### config.mk
export PLATFORM = sky130hd
export DESIGN_NAME = radar_frame_fall_idle_monitor
export DESIGN_NICKNAME = d
export VERILOG_FILES = /design/src/hw/rtl/rfim_pkg.sv /design/src/hw/rtl/radar_frame_fall_idle_monitor.sv
export SDC_FILE = /design/constraint.sdc
export NUM_CORES = 1
export LEC_CHECK = 0
export BUFFER_PORTS_ARGS = -buffer_cell sky130_fd_sc_hd__buf_2
export CORE_UTILIZATION = 45
export DETAILED_ROUTE_END_ITERATION = 8
export PLACE_DENSITY = 0.73
export SLEW_MARGIN = 20
export SYNTH_ARGS = -nofsm -noshare
export SYNTH_HDL_FRONTEND = slang
export SYNTH_SLANG_ARGS = --single-unit
### constraint.sdc
create_clock -name clk_i -period 5.2 [get_ports clk_i]
set_input_delay 0.52 -clock clk_i [delete_from_list [all_inputs] [get_ports clk_i]]
set_output_delay 0.52 -clock clk_i [all_outputs]
set_load 0.005 [all_outputs]
### src/hw/rtl/rfim_pkg.sv
`default_nettype none

package rfim_pkg;

  // byte and field widths
  localparam int unsigned ByteW    = 8;
  localparam int unsigned IdleW    = 16;
  localparam int unsigned TdataW   = 24;
  localparam int unsigned TuserW   = 2;

  // longest frame kept before it is dropped
  localparam int unsigned MaxFrameLen = 128;

  // frame bytes 2..6 are kept
  localparam int unsigned HeadBase  = 2;
  localparam int unsigned HeadDepth = 5;

  // header and tail marks
  localparam logic [ByteW-1:0] SyncA = 8'h53;
  localparam logic [ByteW-1:0] SyncB = 8'h59;
  localparam logic [ByteW-1:0] EndA  = 8'h54;
  localparam logic [ByteW-1:0] EndB  = 8'h43;

  // report codes
  localparam logic [ByteW-1:0] FallCtrl  = 8'h83;
  localparam logic [ByteW-1:0] MoveCtrl  = 8'h80;
  localparam logic [ByteW-1:0] MoveCmd   = 8'h03;
  localparam logic [ByteW-1:0] CodeZero  = 8'h00;
  localparam logic [ByteW-1:0] CodeOne   = 8'h01;

  localparam logic [ByteW-1:0] ReportLen   = 8'd10;
  localparam logic [ByteW-1:0] MinFrameLen = 8'd4;
  localparam logic [ByteW-1:0] IdleLimit   = 8'd10;

  // tuser bit positions
  localparam int unsigned UserFallBit = 0;
  localparam int unsigned UserMoveBit = 1;

  // tdata layout
  localparam int unsigned DataLevelLsb   = 0;
  localparam int unsigned DataTimeoutBit = 8;
  localparam int unsigned DataLenLsb     = 9;

endpackage

`default_nettype wire

### src/hw/rtl/radar_frame_fall_idle_monitor.sv
`default_nettype none

// channel   | direction | tdata (lsb first)                            | tuser (lsb first)
// s_axis    | in        | rx_byte[7:0]                                 | -
// m_axis    | out       | movement_level[7:0], idle_timeout,           | fall_event,
//           |           | frame_length[7:0], 7 zero bits               | movement_valid
// cfg       | in        | cfg_wdata_i = idle_threshold[15:0], no read  | -
//
// one byte per cycle sustained while results are taken; a frame's result is registered in the
// output register as its last byte leaves the input register
// the frame parser and idle counter are updated once per byte as it leaves the input register
// reset clears parser state, idle count, threshold and both valid flags; kept frame bytes
// are not cleared
// a stalled result holds the output register; one more byte is taken into the input
// register, then s_axis_tready drops until the result is taken

module radar_frame_fall_idle_monitor (
  input  wire logic                        clk_i,
  input  wire logic                        rst_ni,
  // configuration write
  input  wire logic                        cfg_we_i,
  input  wire logic [rfim_pkg::IdleW-1:0]  cfg_wdata_i,   // idle_threshold
  // byte stream in
  input  wire logic                        s_axis_tvalid,
  output logic                             s_axis_tready,
  input  wire logic [rfim_pkg::ByteW-1:0]  s_axis_tdata,  // rx_byte[7:0]
  // frame results out
  output logic                             m_axis_tvalid,
  input  wire logic                        m_axis_tready,
  output logic [rfim_pkg::TdataW-1:0]      m_axis_tdata,  // level[7:0], timeout, length[7:0]
  output logic [rfim_pkg::TuserW-1:0]      m_axis_tuser   // fall_event, movement_valid
);
  import rfim_pkg::*;

  // input register
  logic             in_valid_q, in_valid_d;
  logic [ByteW-1:0] in_byte_q;

  // parser and idle state
  logic             in_frame_q, in_frame_d;
  logic [ByteW-1:0] count_q, count_d;
  logic [ByteW-1:0] prev_q;
  logic [ByteW-1:0] head_q [HeadDepth];
  logic [IdleW-1:0] idle_q, idle_d;
  logic [IdleW-1:0] thresh_q;

  // output register
  logic              out_valid_q, out_valid_d;
  logic [TdataW-1:0] out_data_q, out_data_d;
  logic [TuserW-1:0] out_user_q, out_user_d;

  logic             adv;
  logic             live;        // still in a frame after the overlong check
  logic [ByteW-1:0] count_cur;
  logic [ByteW-1:0] count_inc;
  logic             tail_hit;
  logic             done;
  logic             fall;
  logic             move;
  logic [ByteW-1:0] level;
  logic             timeout;
  logic [IdleW-1:0] idle_inc;

  // byte leaves the input register when the result slot is free or draining
  assign adv           = in_valid_q && (!out_valid_q || m_axis_tready);
  assign s_axis_tready = !in_valid_q || adv;

  always_comb begin
    in_valid_d = s_axis_tvalid && s_axis_tready ? 1'b1 : (adv ? 1'b0 : in_valid_q);

    // a frame that reached the limit is dropped before this byte is looked at
    live      = in_frame_q && (count_q < ByteW'(MaxFrameLen));
    count_cur = live ? count_q : '0;
    count_inc = count_cur + ByteW'(1);
    tail_hit  = (prev_q == EndA) && (in_byte_q == EndB);
    done      = live && tail_hit;

    // kept bytes come from earlier cycles whenever the length is 10 or more
    fall = (count_inc >= ReportLen) && (head_q[0] == FallCtrl) &&
           (head_q[1] == CodeOne) && (head_q[4] == CodeOne);
    move = (count_inc == ReportLen) && (head_q[0] == MoveCtrl) &&
           (head_q[1] == MoveCmd) && (head_q[2] == CodeZero) &&
           (head_q[3] == CodeOne);
    level = move ? head_q[4] : '0;

    idle_inc = (&idle_q) ? idle_q : idle_q + IdleW'(1);
    timeout  = 1'b0;
    idle_d   = idle_q;
    if (done && move) begin
      if (level < IdleLimit) begin
        if ((thresh_q != '0) && (idle_inc >= thresh_q)) begin
          timeout = 1'b1;
          idle_d  = '0;
        end else begin
          idle_d = idle_inc;
        end
      end else begin
        // active movement restarts the idle count
        idle_d = '0;
      end
    end

    if (!live) begin
      if ((prev_q == SyncA) && (in_byte_q == SyncB)) begin
        in_frame_d = 1'b1;
        count_d    = ByteW'(HeadBase);
      end else begin
        in_frame_d = 1'b0;
        count_d    = '0;
      end
    end else if (tail_hit) begin
      in_frame_d = 1'b0;
      count_d    = '0;
    end else begin
      in_frame_d = 1'b1;
      count_d    = count_inc;
    end

    out_data_d = '0;
    out_data_d[DataLevelLsb +: ByteW] = level;
    out_data_d[DataTimeoutBit]        = timeout;
    out_data_d[DataLenLsb +: ByteW]   = count_inc;
    out_user_d = '0;
    out_user_d[UserFallBit] = fall;
    out_user_d[UserMoveBit] = move;

    if (adv && done) begin
      out_valid_d = 1'b1;
    end else if (m_axis_tready) begin
      out_valid_d = 1'b0;
    end else begin
      out_valid_d = out_valid_q;
    end
  end

  // control state
  always_ff @(posedge clk_i or negedge rst_ni) begin
    if (!rst_ni) begin
      in_valid_q  <= 1'b0;
      in_frame_q  <= 1'b0;
      count_q     <= '0;
      prev_q      <= '0;
      idle_q      <= '0;
      thresh_q    <= '0;
      out_valid_q <= 1'b0;
    end else begin
      in_valid_q  <= in_valid_d;
      out_valid_q <= out_valid_d;
      if (cfg_we_i) begin
        thresh_q <= cfg_wdata_i;
      end
      if (adv) begin
        in_frame_q <= in_frame_d;
        count_q    <= count_d;
        prev_q     <= in_byte_q;
        idle_q     <= idle_d;
      end
    end
  end

  // payload: input byte, kept frame bytes, result
  always_ff @(posedge clk_i) begin
    if (s_axis_tvalid && s_axis_tready) begin
      in_byte_q <= s_axis_tdata;
    end
    if (adv && live) begin
      for (int i = 0; i < HeadDepth; i++) begin
        if (count_cur == ByteW'(HeadBase + i)) begin
          head_q[i] <= in_byte_q;
        end
      end
    end
    if (adv && done) begin
      out_data_q <= out_data_d;
      out_user_q <= out_user_d;
    end
  end

  assign m_axis_tvalid = out_valid_q;
  assign m_axis_tdata  = out_data_q;
  assign m_axis_tuser  = out_user_q;

endmodule

`default_nettype wire

Word level (Yosys, flattened, before mapping)
Memory sizes are Yosys's and may differ from the RTL's.
Cells that the tools add are included.
{"block": "totals", "output_inout_bits": 28, "inputBits": 29, "reg_bits": 78, "memories": 1, "ram_bits": 40, "wordCells": 109}
{"block": "op_classes", "addsub": 2, "n_mux": 43, "eq_ne": 16, "reduce_logical": 32, "order_cmp": 4}
{"name": "head_q", "words": 5, "word_bits": 8, "rd": 5, "rd_ports_with_merged_regs": 0, "wr": 1, "line": "radar_frame_fall_idle_monitor.sv:43", "rtl": "logic [ByteW-1:0] head_q [HeadDepth];"}
{"operator": "2-to-1 mux 8 bit", "n": 8}
{"operator": "2-to-1 mux 16 bit", "n": 3}
{"operator": "equality test 8 x 7 -> 1 bit, second input constant", "n": 4}
{"operator": "OR reduction 8 bit", "n": 4}
{"operator": "2-to-1 mux 1 bit", "n": 27}
{"operator": "equality test 8 x 1 -> 1 bit, second input constant", "n": 3}
{"operator": "equality test 8 x 2 -> 1 bit, second input constant", "n": 3}
{"operator": "equality test 8 x 3 -> 1 bit, second input constant", "n": 3}
{"operator": "logical AND 1 bit", "n": 17}
{"operator": "adder 16 x 1 -> 16 bit, second input constant", "n": 1}
{"operator": "equality test 8 bit, second input constant", "n": 2}
{"operator": ">= comparator 16 bit", "n": 1}
{"operator": "AND reduction 16 bit", "n": 1}
{"operator": "nonzero test 16 bit", "n": 1}
{"operator": "2-to-1 mux 3 bit", "n": 4}
{"operator": "adder 8 x 1 -> 8 bit, second input constant", "n": 1}
{"operator": "equality test 8 x 4 -> 1 bit, second input constant", "n": 1}
{"operator": ">= comparator 8 x 4 -> 1 bit, second input constant", "n": 1}
{"operator": "zero test 8 bit", "n": 1}
{"operator": "less-than comparator 8 x 4 -> 1 bit, second input constant", "n": 1}
{"operator": "less-than comparator 8 bit, second input constant", "n": 1}
{"operator": "AND reduction 2 bit", "n": 2}
{"operator": "nonzero test 2 bit", "n": 2}
{"operator": "zero test 1 bit", "n": 2}
{"operator": "other kinds (2)", "n": 3}

Longest topological paths before layout
{"block": "logic_depth", "word_depth": 12, "ltp_mapped": 17}

Least setup slack after synthesis
OpenSTA, ideal clock, no wires.
{"block": "synth_path", "kind": "register to register", "from": "reg idle_q[0]", "to": "reg idle_q[0]", "n_path_buf": 3, "setup_time_ns": 0.082, "setup_slack_ns": 1.552, "arrival_time_ns": 3.566, "t_required_ns": 5.118, "stages_incl_launch_ff": 16, "path_cell_list": "dfrtp_1 ha_1 nand2_1 or4_4 buf_6 or2_1 buf_6 mux2_4 ha_1 o211ai_1 a21oi_1 o41ai_1 a41o_1 clkbuf_1 nand3_1 a31oi_1"}
{"block": "synth_between", "elab_chain_len": 6, "elab_cells_between_ends": 7, "cone_classes": "add/sub: 1; order compare: 1; mux: 3; reduce/logical: 2"}
{"element": "start, declared", "line": "radar_frame_fall_idle_monitor.sv:44", "rtl": "logic [IdleW-1:0] idle_q, idle_d;"}
{"element": "start signal, assigned", "line": "radar_frame_fall_idle_monitor.sv:156", "rtl": "idle_q <= idle_d;"}
{"element": "adder 16 x 1 -> 16 bit / AND reduction 16 bit (equally long branches)", "line": "radar_frame_fall_idle_monitor.sv:86", "rtl": "idle_inc = (&idle_q) ? idle_q : idle_q + IdleW'(1);"}
{"element": "2-to-1 mux 16 bit *", "line": "radar_frame_fall_idle_monitor.sv:86"}
{"element": ">= comparator 16 bit", "line": "radar_frame_fall_idle_monitor.sv:91", "rtl": "if ((thresh_q != '0) && (idle_inc >= thresh_q)) begin"}
{"element": "logical AND 1 bit", "line": "radar_frame_fall_idle_monitor.sv:91"}
{"element": "2-to-1 mux 16 bit *", "line": "radar_frame_fall_idle_monitor.sv:91"}
{"element": "2-to-1 mux 16 bit *", "line": "radar_frame_fall_idle_monitor.sv:90", "rtl": "if (level < IdleLimit) begin"}
Every way passes the cells marked *; elsewhere a longest branch is shown, timed or not.
A chain may end at the register's enable or synchronous reset.

Final worst setup path
{"block": "layout_path", "from": "reg idle_q[0]", "to": "reg idle_q[2]"}
Same word-level chain as after synthesis.

==> results_dict.tcl <==
set metrics [dict create \
    grt_pass1_vias 3689 \
    hold_viol_final 0 \
    yosysUniqueCellTypes 54 \
    met1_usage_pct 26.4 \
    seq_area_frac_synth_pct 60.2 \
    rsz0062_at_grt "no" \
    synth-edff-count 67 \
    first_iter_violations 378 \
    maxSlewViolCount 0 \
    netlist_area_sq_mm 0.00546 \
    fmax_mhz 238 \
    synth-async-reset-ratio_pct 43.2 \
    io_buffers 49 \
    cp.required_ns 5.52 \
    slew-limit-headroom_pct 36.0 \
    finalCritPeriodShare_pct 80.9 \
    drive_gt1_share_pct 19.1 \
    max-cap-violations 0 \
    status "complete, but fails checks" \
    gp_congestion 0.843 \
    fp.dieH_um 112 \
    vias_per_cell 5.65 \
    arrival_ns 4.53 \
    powerDensity_mw_per_mm2 361 \
    ant_nets 0 \
    clkTransAtPathRegs_ns 0.06 \
    clock-sinks 118 \
    hold_class "in2async" \
    row_count 39 \
    dr_total_vias 3846 \
    cts_tree "built" \
    cts_made_buffers 17 \
    violations "design-rule violations" \
    wl_per_cell_um 16.7 \
    drt-pass1-iter-count 7 \
    dp_slack_ns 1.07 \
    area_growth_syn_to_layout_pct 17.4 \
    cts_resized 0 \
    die_w_um 112 \
    grt_max_degree 52 \
    drt_drc_violations_left 6 \
    synth_area_per_cell_sq_um 11.6 \
    synth-seq-cells 118 \
    finalSetupViolCount 0 \
    synth-main-ff-cell "edfxtp_1" \
    h-tree-depth 4 \
    worstPathMaxFanout 14 \
    yosys_warnings 0 \
    power_leakage_nw 2.54 \
    fill_cells 946 \
    crit_path_end_kind "flop" \
    diodes 0 \
    grt_use_met3_pct 6.64 \
    worst_slew_pin_slew_ns 0.953 \
    die_area_sq_mm 0.0126 \
    cp-start-kind "flop" \
    peakVddDrop_mv 0.303 \
    dpl.hpwl_um 7560 \
    top_usage_layer "met2" \
    grt_pass1_wl_um 18500 \
    clk_path_buf_depth 2 \
    grt_overflow 0 \
    num-nets-final 573 \
    wl_um 11400 \
    coreArea_sq_mm 0.0116 \
    start_util_pct 47.0 \
    grt_use_total_pct 19.3 \
    clk_latency_ns 0.42 \
    antenna_found_initial 0 \
    period_minus_slack_ns 4.21 \
    worst_hold_slack_ns 0.212 \
    cts_root_buf "clkbuf_16" \
    hold_buffers 0 \
    criticalPathCategory "reg2reg" \
    fin_setup_tns_ns 0 \
    grt.met2_usage_pct 28.8 \
    setup_ws_ns 0.992 \
    postCtsSetupBuffers 0 \
    io_pins 57 \
    clock_skew_ns 0.00814 \
    netlist_instances 471 \
]
area by class of cell:
type | instances | area [sq um] | share of cell area [%]
Sequential cell | 118 | 3290 | 51.3
Tap cell | 143 | 179 | 2.79
Inverter | 28 | 105 | 1.64
Timing Repair Buffer | 53 | 275 | 4.30
Clock inverter | 15 | 176 | 2.75
Clock buffer | 17 | 425 | 6.64
Multi-Input combinational cell | 307 | 1960 | 30.5
layer usage:
layer,up-vias,wire [um]
met2,115,5230
met3,11,760
met5,-,0
met4,0,139
li1,1833,-
met1,1887,5250
synth_stat cells (6+ instances only):
| library cell | number | share of area, % |
|---|---|---|
| mux2_2 | 11 | 2.3 |
| o211ai_1 | 6 | 0.83 |
| nor4b_1 | 6 | 0.96 |
| nor4_1 | 9 | 1.0 |
| a21oi_1 | 9 | 0.83 |
| and3_1 | 11 | 1.3 |
| xnor2_1 | 7 | 1.1 |
| and2_1 | 10 | 1.1 |
| nand4_1 | 13 | 1.5 |
| nand3_1 | 20 | 1.8 |
| edfxtp_1 | 67 | 37 |
| buf_4 | 8 | 1.1 |
| nand2b_1 | 6 | 0.69 |
| nor2_1 | 19 | 1.3 |
| o21ai_0 | 22 | 2.0 |
| a22o_1 | 6 | 0.96 |
| nor3_1 | 10 | 0.92 |
| nand2_1 | 60 | 4.1 |
| dfrtp_1 | 51 | 23 |
| ha_1 | 19 | 4.4 |
| clkbuf_1 | 9 | 0.62 |
| inv_1 | 28 | 1.9 |
where the power goes:
part           switching, mW  internal (mW)  leakage [nW]
registers             0.0241           1.02          1.18
clock network          0.437          0.754         0.283
logic                 0.0481         0.0345          1.07
total                  0.509           1.81          2.54
placed cells by master (no fill, tap or decap), types with 4 or more instances in the layout:
| cell type | synthesis | routed |
|---|---|---|
| or4_1 | 4 | 4 |
| and3_1 | 11 | 11 |
| nand2_1 | 60 | 60 |
| nor3_1 | 10 | 9 |
| o211ai_1 | 6 | 6 |
| nand4_1 | 13 | 13 |
| inv_1 | 28 | 28 |
| nor2_1 | 19 | 19 |
| a21oi_1 | 9 | 9 |
| a31oi_1 | 4 | 4 |
| conb_1 | 1 | 7 |
| buf_4 | 8 | 4 |
| mux2_2 | 11 | 11 |
| a22o_1 | 6 | 6 |
| xnor2_1 | 7 | 7 |
| dfrtp_1 | 51 | 51 |
| o22ai_1 | 4 | 4 |
| nand3_1 | 20 | 20 |
| edfxtp_1 | 67 | 67 |
| nor4_1 | 9 | 9 |
| ha_1 | 19 | 19 |
| buf_2 | 5 | 49 |
| clkbuf_16 | 0 | 17 |
| o21ai_0 | 22 | 22 |
| nand2b_1 | 6 | 6 |
| nor4b_1 | 6 | 6 |
| and2_1 | 10 | 10 |
| inv_6 | 0 | 4 |
critical path: stages (launching register included):
cell      delay [ns]
dfrtp_1         0.43
ha_1            0.30
nand2_1         0.10
or4_4           0.55
or2_1           0.32
mux2_4          0.33
ha_1            0.27
o211ai_1        0.16
a21oi_1         0.06
o41ai_1         0.39
a41o_1          0.57
nand2_1         0.33
o31ai_1         0.27
worst paths after layout:
| check | from | end | slack, ns | cells after the start |
|---|---|---|---|---|
| worst max register to register | idle_q[0] | idle_q[2] | 0.99 | 12 |
| min in group clk_i | s_axis_tdata[7] | in_byte_q[7] | 0.27 | 1 |
| max in group asynchronous | rst_ni | prev_q[0] | 4.53 | 2 |
| worst min-delay path | rst_ni | thresh_q[2] | 0.21 | 2 |
| worst max-delay path | idle_q[0] | idle_q[2] | 0.99 | 12 |
| worst min register to register | prev_q[5] | prev_q[5] | 0.51 | 1 |
through the flow:
stage          power [mW]  area (sq um)  utilization [%]  cells
3_5_place_dp         1.14          5790             49.9    649
3_3_place_gp         1.14          5790             49.9    649
6_report             2.31          6400             55.1    681
2_1_floorplan        1.10          5480                -    477
5_1_grt              2.38          6400             55.1    681
4_1_cts              2.33          6390             55.1    681
state kept, by name, indices dropped and copies added, names as in the netlist:
name,count
count_q,8
prev_q,8
in_valid_q,1
thresh_q,16
m_axis_tuser,2
in_frame_q,1
m_axis_tvalid,1
head_q,40
in_byte_q,8
m_axis_tdata,17
idle_q,16
cell families (layout without fill, tap and decap cells):
family	after synthesis	after routing	synth area share, %
xor+xnor	10	10	1.60
compound gates	73	73	8.83
mux	13	13	2.73
simple gates	185	185	17.7
flops	118	118	60.2
other cells	1	7	0.0687
buf+inv	52	113	4.52
fa+ha+maj	19	19	4.36
(Power assumes the default switching activity.)
